--- src/rtl/alsf_pkg.sv ---
// shared constants, command types and solve program for the affine fit
package alsf_pkg;

    localparam int DEF_MAX_POINTS = 4096;
    localparam int DEF_COORD_BITS = 12;
    localparam int DEF_FRAC_BITS  = 16;

    localparam int COEF_W = 32;
    localparam int IDX_W  = 3;
    localparam logic [IDX_W-1:0] IDX_LAST = 3'd5;

    localparam int AW        = 5;
    localparam int MEM_DEPTH = 20;
    localparam int PC_W      = 7;
    localparam int OP_W      = 3;
    localparam int NUM_LOADS = 12;

    localparam logic [OP_W-1:0] OP_NOP   = 3'd0;
    localparam logic [OP_W-1:0] OP_ACCUM = 3'd1;
    localparam logic [OP_W-1:0] OP_LOAD  = 3'd2;
    localparam logic [OP_W-1:0] OP_CLR   = 3'd3;
    localparam logic [OP_W-1:0] OP_MAC   = 3'd4;
    localparam logic [OP_W-1:0] OP_STORE = 3'd5;
    localparam logic [OP_W-1:0] OP_DIV   = 3'd6;
    localparam logic [OP_W-1:0] OP_END   = 3'd7;

    // scratch memory map
    localparam logic [AW-1:0] A_SXX = 5'd0;
    localparam logic [AW-1:0] A_SXY = 5'd1;
    localparam logic [AW-1:0] A_SX  = 5'd2;
    localparam logic [AW-1:0] A_SYY = 5'd3;
    localparam logic [AW-1:0] A_SY  = 5'd4;
    localparam logic [AW-1:0] A_N   = 5'd5;
    localparam logic [AW-1:0] A_SXU = 5'd6;
    localparam logic [AW-1:0] A_SYU = 5'd7;
    localparam logic [AW-1:0] A_SU  = 5'd8;
    localparam logic [AW-1:0] A_SXV = 5'd9;
    localparam logic [AW-1:0] A_SYV = 5'd10;
    localparam logic [AW-1:0] A_SV  = 5'd11;
    localparam logic [AW-1:0] A_C00 = 5'd12;
    localparam logic [AW-1:0] A_C01 = 5'd13;
    localparam logic [AW-1:0] A_C02 = 5'd14;
    localparam logic [AW-1:0] A_C11 = 5'd15;
    localparam logic [AW-1:0] A_C12 = 5'd16;
    localparam logic [AW-1:0] A_C22 = 5'd17;
    localparam logic [AW-1:0] A_DET = 5'd18;
    localparam logic [AW-1:0] A_NUM = 5'd19;

    typedef struct packed {
        logic            valid;
        logic [OP_W-1:0] op;
        logic [AW-1:0]   a;
        logic [AW-1:0]   b;
        logic            neg;
        logic [AW-1:0]   dst;
    } t_cmd;

    typedef struct packed {
        logic busy;
    } t_stat;

    function automatic t_cmd mk(input logic [OP_W-1:0] op, input logic [AW-1:0] a,
                                input logic [AW-1:0] b, input logic neg,
                                input logic [AW-1:0] dst);
        t_cmd c;
        c.valid = 1'b0;
        c.op    = op;
        c.a     = a;
        c.b     = b;
        c.neg   = neg;
        c.dst   = dst;
        return c;
    endfunction

    function automatic t_cmd mac(input logic [AW-1:0] a, input logic [AW-1:0] b,
                                 input logic neg);
        return mk(OP_MAC, a, b, neg, A_SXX);
    endfunction

    function automatic t_cmd st(input logic [AW-1:0] dst);
        return mk(OP_STORE, A_SXX, A_SXX, 1'b0, dst);
    endfunction

    function automatic t_cmd clr();
        return mk(OP_CLR, A_SXX, A_SXX, 1'b0, A_SXX);
    endfunction

    // moment loads, cofactors, determinant, then one numerator and quotient per coefficient
    function automatic t_cmd prog_step(input logic [PC_W-1:0] pc);
        t_cmd c;
        if (pc < PC_W'(NUM_LOADS)) begin
            c = mk(OP_LOAD, A_SXX, A_SXX, 1'b0, AW'(pc));
        end else begin
            unique case (pc)
                7'd12: c = clr();
                7'd13: c = mac(A_SYY, A_N, 1'b0);
                7'd14: c = mac(A_SY, A_SY, 1'b1);
                7'd15: c = st(A_C00);
                7'd16: c = clr();
                7'd17: c = mac(A_SXY, A_N, 1'b1);
                7'd18: c = mac(A_SY, A_SX, 1'b0);
                7'd19: c = st(A_C01);
                7'd20: c = clr();
                7'd21: c = mac(A_SXY, A_SY, 1'b0);
                7'd22: c = mac(A_SYY, A_SX, 1'b1);
                7'd23: c = st(A_C02);
                7'd24: c = clr();
                7'd25: c = mac(A_SXX, A_N, 1'b0);
                7'd26: c = mac(A_SX, A_SX, 1'b1);
                7'd27: c = st(A_C11);
                7'd28: c = clr();
                7'd29: c = mac(A_SXX, A_SY, 1'b1);
                7'd30: c = mac(A_SXY, A_SX, 1'b0);
                7'd31: c = st(A_C12);
                7'd32: c = clr();
                7'd33: c = mac(A_SXX, A_SYY, 1'b0);
                7'd34: c = mac(A_SXY, A_SXY, 1'b1);
                7'd35: c = st(A_C22);
                7'd36: c = clr();
                7'd37: c = mac(A_SXX, A_C00, 1'b0);
                7'd38: c = mac(A_SXY, A_C01, 1'b0);
                7'd39: c = mac(A_SX, A_C02, 1'b0);
                7'd40: c = st(A_DET);
                // a
                7'd41: c = clr();
                7'd42: c = mac(A_SXU, A_C00, 1'b0);
                7'd43: c = mac(A_SYU, A_C01, 1'b0);
                7'd44: c = mac(A_SU, A_C02, 1'b0);
                7'd45: c = st(A_NUM);
                7'd46: c = mk(OP_DIV, A_NUM, A_DET, 1'b0, A_SXX);
                // b
                7'd47: c = clr();
                7'd48: c = mac(A_SXU, A_C01, 1'b0);
                7'd49: c = mac(A_SYU, A_C11, 1'b0);
                7'd50: c = mac(A_SU, A_C12, 1'b0);
                7'd51: c = st(A_NUM);
                7'd52: c = mk(OP_DIV, A_NUM, A_DET, 1'b0, A_SXX);
                // c
                7'd53: c = clr();
                7'd54: c = mac(A_SXV, A_C00, 1'b0);
                7'd55: c = mac(A_SYV, A_C01, 1'b0);
                7'd56: c = mac(A_SV, A_C02, 1'b0);
                7'd57: c = st(A_NUM);
                7'd58: c = mk(OP_DIV, A_NUM, A_DET, 1'b0, A_SXX);
                // d
                7'd59: c = clr();
                7'd60: c = mac(A_SXV, A_C01, 1'b0);
                7'd61: c = mac(A_SYV, A_C11, 1'b0);
                7'd62: c = mac(A_SV, A_C12, 1'b0);
                7'd63: c = st(A_NUM);
                7'd64: c = mk(OP_DIV, A_NUM, A_DET, 1'b0, A_SXX);
                // tx
                7'd65: c = clr();
                7'd66: c = mac(A_SXU, A_C02, 1'b0);
                7'd67: c = mac(A_SYU, A_C12, 1'b0);
                7'd68: c = mac(A_SU, A_C22, 1'b0);
                7'd69: c = st(A_NUM);
                7'd70: c = mk(OP_DIV, A_NUM, A_DET, 1'b0, A_SXX);
                // ty
                7'd71: c = clr();
                7'd72: c = mac(A_SXV, A_C02, 1'b0);
                7'd73: c = mac(A_SYV, A_C12, 1'b0);
                7'd74: c = mac(A_SV, A_C22, 1'b0);
                7'd75: c = st(A_NUM);
                7'd76: c = mk(OP_DIV, A_NUM, A_DET, 1'b0, A_SXX);
                default: c = mk(OP_END, A_SXX, A_SXX, 1'b0, A_SXX);
            endcase
        end
        return c;
    endfunction

endpackage

--- src/rtl/alsf_ctrl.sv ---
// sequencer that accepts points and steps through the solve program
module alsf_ctrl (
    input  logic             i_clk,
    input  logic             i_rst_n,
    input  logic             i_in_valid,
    input  logic             i_last_point,
    output logic             o_in_ready,
    input  alsf_pkg::t_stat  i_stat,
    output alsf_pkg::t_cmd   o_cmd
);
    import alsf_pkg::*;

    localparam logic S_IDLE = 1'b0;
    localparam logic S_RUN  = 1'b1;

    logic            r_state;
    logic [PC_W-1:0] r_pc;
    t_cmd            w_step;

    assign w_step     = prog_step(r_pc);
    assign o_in_ready = (r_state == S_IDLE);

    always_comb begin
        o_cmd = w_step;
        unique case (r_state)
            S_IDLE: begin
                o_cmd       = mk(OP_ACCUM, A_SXX, A_SXX, 1'b0, A_SXX);
                o_cmd.valid = i_in_valid;
            end
            S_RUN: begin
                o_cmd.valid = !i_stat.busy;
            end
            default: o_cmd.valid = 1'b0;
        endcase
    end

    always_ff @(posedge i_clk) begin
        if (!i_rst_n) begin
            r_state <= S_IDLE;
            r_pc    <= '0;
        end else begin
            unique case (r_state)
                S_IDLE: begin
                    if (i_in_valid && i_last_point) begin
                        r_state <= S_RUN;
                        r_pc    <= '0;
                    end
                end
                S_RUN: begin
                    if (!i_stat.busy) begin
                        if (w_step.op == OP_END) begin
                            r_state <= S_IDLE;
                        end else begin
                            r_pc <= r_pc + 1'b1;
                        end
                    end
                end
                default: r_state <= S_IDLE;
            endcase
        end
    end

endmodule

--- config.mk ---
export PLATFORM = sky130hd
export DESIGN_NAME = alsf_ctrl
export DESIGN_NICKNAME = d
export VERILOG_FILES = /design/src/rtl/alsf_pkg.sv /design/src/rtl/alsf_ctrl.sv
export SDC_FILE = /design/constraint.sdc
export NUM_CORES = 1
export LEC_CHECK = 0
export ABC_AREA = 1
export ABC_CLOCK_PERIOD_IN_PS = 4860
export BUFFER_PORTS_ARGS = -buffer_cell sky130_fd_sc_hd__buf_2
export CAP_MARGIN = 20
export CELL_PAD_IN_SITES_DETAIL_PLACEMENT = 0
export CELL_PAD_IN_SITES_GLOBAL_PLACEMENT = 2
export CORE_ASPECT_RATIO = 1.1
export CORE_MARGIN = 2
export CORE_UTILIZATION = 34
export DETAILED_ROUTE_END_ITERATION = 6
export GPL_TIMING_DRIVEN = 0
export PLACE_DENSITY_LB_ADDON = 0.1
export SYNTH_ARGS = -nofsm -noshare
export SYNTH_HDL_FRONTEND = slang
export SYNTH_SLANG_ARGS = --single-unit
export TNS_END_PERCENT = 20
--- constraint.sdc ---
create_clock -name i_clk -period 4.86 [get_ports i_clk]
set_clock_uncertainty 0.1 [all_clocks]
set_input_delay 0.243 -clock i_clk [delete_from_list [all_inputs] [get_ports i_clk]]
set_output_delay 0.243 -clock i_clk [all_outputs]
set_load 0.02 [all_outputs]
## After elaboration in Yosys (flattened, before gate mapping)

Memory sizes are Yosys's and may differ from the RTL's. A register that Yosys moved wholly into a read port is not among the register bits.
Index checks and enable logic that the tools add are counted.

- Register bits after elaboration: 8
- Memory bits (read-only): 2,432
- Output and inout bits: 21
- Logic and storage cells: 26
- Memories: 1

- $add $sub $neg: 1
- Order comparisons: 1
- Eq/ne operators: 4
- Muxes and demuxes: 13
- Bitwise gates (word level): 1
- Reduce and logical (&&, ||, !) cells: 3

Memories:

| memory | depth | bits a word | read ports | clocked after Yosys merged registers in | wr ports | RTL line | RTL |
|---|---|---|---|---|---|---|---|
| (no name shown) | 128 | 19 | 1 | 1 | 0 | alsf_pkg.sv:94 | `unique case (pc)` |

Operator list:

| kind | count |
|---|---|
| 19-bit 2-to-1 mux | 2 |
| 7-bit 2-to-1 mux | 5 |
| 7-bit case mux with 2 select lines | 1 |
| 7-bit by 1-bit adder with 7-bit output, second input constant | 1 |
| 7-bit by 4-bit less-than comparator with 1-bit output, second input constant | 1 |
| 2-bit != test, second input constant | 2 |
| 1-bit case mux with 2 select lines | 2 |
| 3-bit equality test, second input constant | 1 |
| 1-bit 2-to-1 mux | 3 |
| 3-bit AND reduction | 1 |
| 2-bit by 1-bit != test with 1-bit output, second input constant | 1 |
| 1-bit logical AND | 1 |
| 1-bit zero test | 1 |
| 1-bit NOT | 1 |

## Logic depth before layout (Yosys ltp)

- Word-level depth: 8
- Gate-level depth with buffers: 19
- Depth with buffers taken out: 18

## Least setup slack after synthesis

OpenSTA, ideal clock, no wires.

- Kind: register to register
- Start: reg r_pc[2]
- End: reg with a tool-made name
- Library setup time: 0.058 ns
- Arrival time: 2.286 ns
- Required time: 4.702 ns
- Path slack: 2.416 ns
- Cell stages (with the launch flop): 19
- Path through: dfxtp_1 -> nand2_2 -> nand3_2 -> nand3_2 -> nand2_4 -> nand2_4 -> buf_6 -> nand2_1 -> nand3_1 -> inv_1 -> ha_1 -> nand3_1 -> nand2_1 -> nand2_1 -> nand3_1 -> nand2_1 -> nand2_1 -> nand2_1 -> nand2_1

RTL lines:

| what | RTL line | RTL |
|---|---|---|
| start, declared | alsf_ctrl.sv:17 | `logic [PC_W-1:0] r_pc;` |
| start signal, assigned | alsf_ctrl.sv:54 | `r_pc <= r_pc + 1'b1;` |

==> summary.md <==
| Metric | Value |
|---|---|
| Power share of the sequential group | 37.7% |
| Layout cells sized above 1 | around 15% |
| LEAKAGE | ~1.6 nW |
| Post-synth top area cell | nand2_1 |
| Dpl hpwl | 7500 um |
| Critical path class | register to register |
| Status | finished, final reports clean |
| Synth Warn # | 0 |
| Synth area leaders | nand2_1 21%, dfxtp_1 20%, nand3_1 14% |
| Initial antenna violation count | 0 |
| Origin of the critical flop-to-flop path | r_pc[2]$_SDFFE_PN0N_ |
| Min-delay src | i_stat |
| Vias in the first global route | 2878 |
| Routability cong. | roughly 0.95 |
| # rows | 33 |
| Ant diodes | 0 |
| Cell count after synthesis | ~440 |
| Hold Crit Class | primary input to register |
| Hold Path Stages | 3 |
| Placed Instance Area | around 0.0028 mm^2 |
| Nets@finish | ~500 |
| Post-route ant nets | 0 |
| Vias | a little under 3000 |
| DRT iter0 DRCs | ~220 |
| CP startpoint kind | register |
| Comb pwr share | 32.5% |
| Commonest non-fill, non-tap cells in the layout | 143 x nand2_1, 70 x nand3_1, 54 x inv_1 |
| Worst-path cell chain | nand2_2, nand3_2, nand3_2, nand2_4, nand2_4, buf_6, nand2_1, nand3_1, inv_1, ha_1, nand3_1, nand2_1, nor2_1, o21ai_1, nand2_1, nand3_1 |
| Area Overhead vs Synth | 11.6% |
| Sw Share | a little over a third |
| I/O pin cnt | 26 |
| Fin. max-slew vios | 0 |
| Clock Pin Slew Worst Setup and Hold Paths | ~90 ps |
| Fill count | between 800 and 900 |
| Worst rel slew slack | 53.8% |
| Worst setup EP type | register |
| Routed WL per cell | roughly 17 um |
| Die height | between 90 and 100 um |
| Via/cell ratio | 5.28 |
| Syn Area/Cell | ~5.8 um^2 |
| Worst reg2reg path depth | 16 |
| Max incr delay on CP | around 490 ps |
| Post-CTS sizing | 0 |
| Fmax | between 200 and 300 MHz |
| TritonRoute pass-1 iters | 5 |
| Largest net degree at the start of global routing | 16 |
| Hold_buf cts | 0 |
| Seq/Total Area, Yosys | 20.1% |
| TritonCTS clock tree | built |
| Worst-skew pair later-pin latency | 280 ps |
| Post-synth top area share | between 20% and 30% |
| I/O Buffers | 24 |
| RSZ-0062 raised after global routing | false |
| Tcrit/Tclk final | between 70% and 80% |
| Placed Cells | 555 |
| Starting density of the core | a little over a third |
| Final core occ | just under 40% |
| Internal power | approximately 0.00039 W |
| Max cap viols | 0 |
| Core Area | between 0.007 and 0.008 mm^2 |
| Reg2Reg Setup Slack | around 1400 ps |
| Grt ovf | 0 |
| Crit path max-delay cell type | dfxtp_1 |
| WP data required | 4980 ps |
| Least-Margin Pin Slew | ~690 ps |
| Seq cells post-synth | 26 |
| Setup tns final | 0 ps |
| Global-route wire length before repair | around 15000 um |
| Post-Syn Area | around 0.0026 mm^2 |
| CTS H-Tree Depth | 1 |
| Synth unique cells | 28 |
| Total Routed Length | roughly 9500 um |
| Clk sinks | 26 |
| Max FO, Critical Path | 10 |
| Most common cell after layout, fill and taps aside | nand2_1 |
| PD cells | around 210 mW/mm^2 |
| Hold endpoint | r_state$_SDFF_PN0_ |
| Non-Filler Instances | approximately 560 |
| Final setup vio count | 0 |
| Worst VDD drop | between 0.0001 and 0.00015 V |
| Syn nets | about 460 |
| Minimum clock period after layout | 3420 ps |
| Clk pwr share | a little under 30% |
| Total GRT Usage | about a quarter |
| Die area | about 0.0083 mm^2 |
| CTS buffer count | 3 |
| WP data arrival | about 3500 ps |
| # Post-CTS Setup Buffers | 0 |
| Maximum clock insertion buffer count | 2 |
| Hold Fails Final Rpt | 0 |
| Switch Pwr | around 0.00022 W |
| Die W | 87.2 um |
| CTS Root Cell | clkbuf_8 |
| Post-route cell area | just under 0.003 mm^2 |
| Drt drc | 0 |
==> cell families after synthesis <==
group,Yosys count,share of synthesized area (%)
XOR/XNOR,1,0.338
adder cells (fa/ha/maj),13,6.28
AO/OA/AOI/OAI,48,10.0
flip-flops,26,20.1
AND/OR/NAND/NOR,281,50.5
buffers and inverters,75,12.8
==> layout make-up <==
class	instances	area, um^2	share of cell area (%)
Clock buffer	3	41.3	1.43
Inverter	60	226	7.84
Tap cell	87	109	3.77
Timing Repair Buffer	24	120	4.16
Sequential cell	26	520	18.0
Buffer	15	104	3.59
Multi-Input combinational cell	343	1740	60.2
Clock inverter	1	30.0	1.04
==> cells in the mapped netlist <==
master    number
clkbuf_1       3
o21ai_2        2
ha_1          13
dfxtp_1       26
nand2_4        6
nand3_1       70
o21ai_0       19
nand2_1      143
nor2_4         4
o21bai_1       2
inv_1         54
buf_2          5
o21ai_1        8
inv_2          5
nand3_4        1
a21oi_1       14
nand4_1       11
buf_6          4
and3_1         1
nor2_1        34
o21a_1         1
buf_4          3
xor2_1         1
clkinv_2       1
o22ai_1        1
a211oi_1       1
nand2_2        6
nand3_2        5
==> stage by stage <==
step	setup slack, ps	hold WS (ps)	power, W
final	1440	198	0.000619
after global routing	1210	225	0.000654
after CTS	1510	197	0.000621
after detailed placement	1530	487	0.000435
after global placement	1470	492	0.000439
after floorplan	2420	342	0.000379
==> power groups by stage <==
stage	combinational, W	sequential, W	clock (W)
2_1_floorplan	0.000143	0.000236	0
3_3_place_gp	0.000200	0.000238	0
3_5_place_dp	0.000197	0.000238	0
4_1_cts	0.000198	0.000233	0.000190
5_1_grt	0.000223	0.000235	0.000196
6_report	0.000201	0.000233	0.000184
==> critical path, delay by kind of cell (launching register included) <==
family | cells | cell delay [ps]
fa+ha+maj | 1 | 260
flops | 1 | 490
buf+inv | 2 | 580
compound gates | 1 | 210
simple gates | 12 | 1710
==> worst max-delay path by stage <==
stage / from / end / slack (ps)
2_1_floorplan: r_pc[2]$_SDFFE_PN0N_ / register / 2420
3_3_place_gp: r_pc[2]$_SDFFE_PN0N_ / register / 1470
3_5_place_dp: r_pc[2]$_SDFFE_PN0N_ / register / 1530
4_1_cts: r_pc[2]$_SDFFE_PN0N_ / register / 1510
5_1_grt: r_pc[4]$_SDFFE_PN0N_ / register / 1210
6_report: r_pc[2]$_SDFFE_PN0N_ / register / 1440
==> metal layers <==
layer,up-vias,routed length [um],global-route usage (%)
met4,0,533,12.8
met3,35,470,2.08
met5,-,0,0
met1,1326,4050,29.1
li1,1481,-,-
met2,107,4470,41.2
Power figures use the tool's default switching activity.
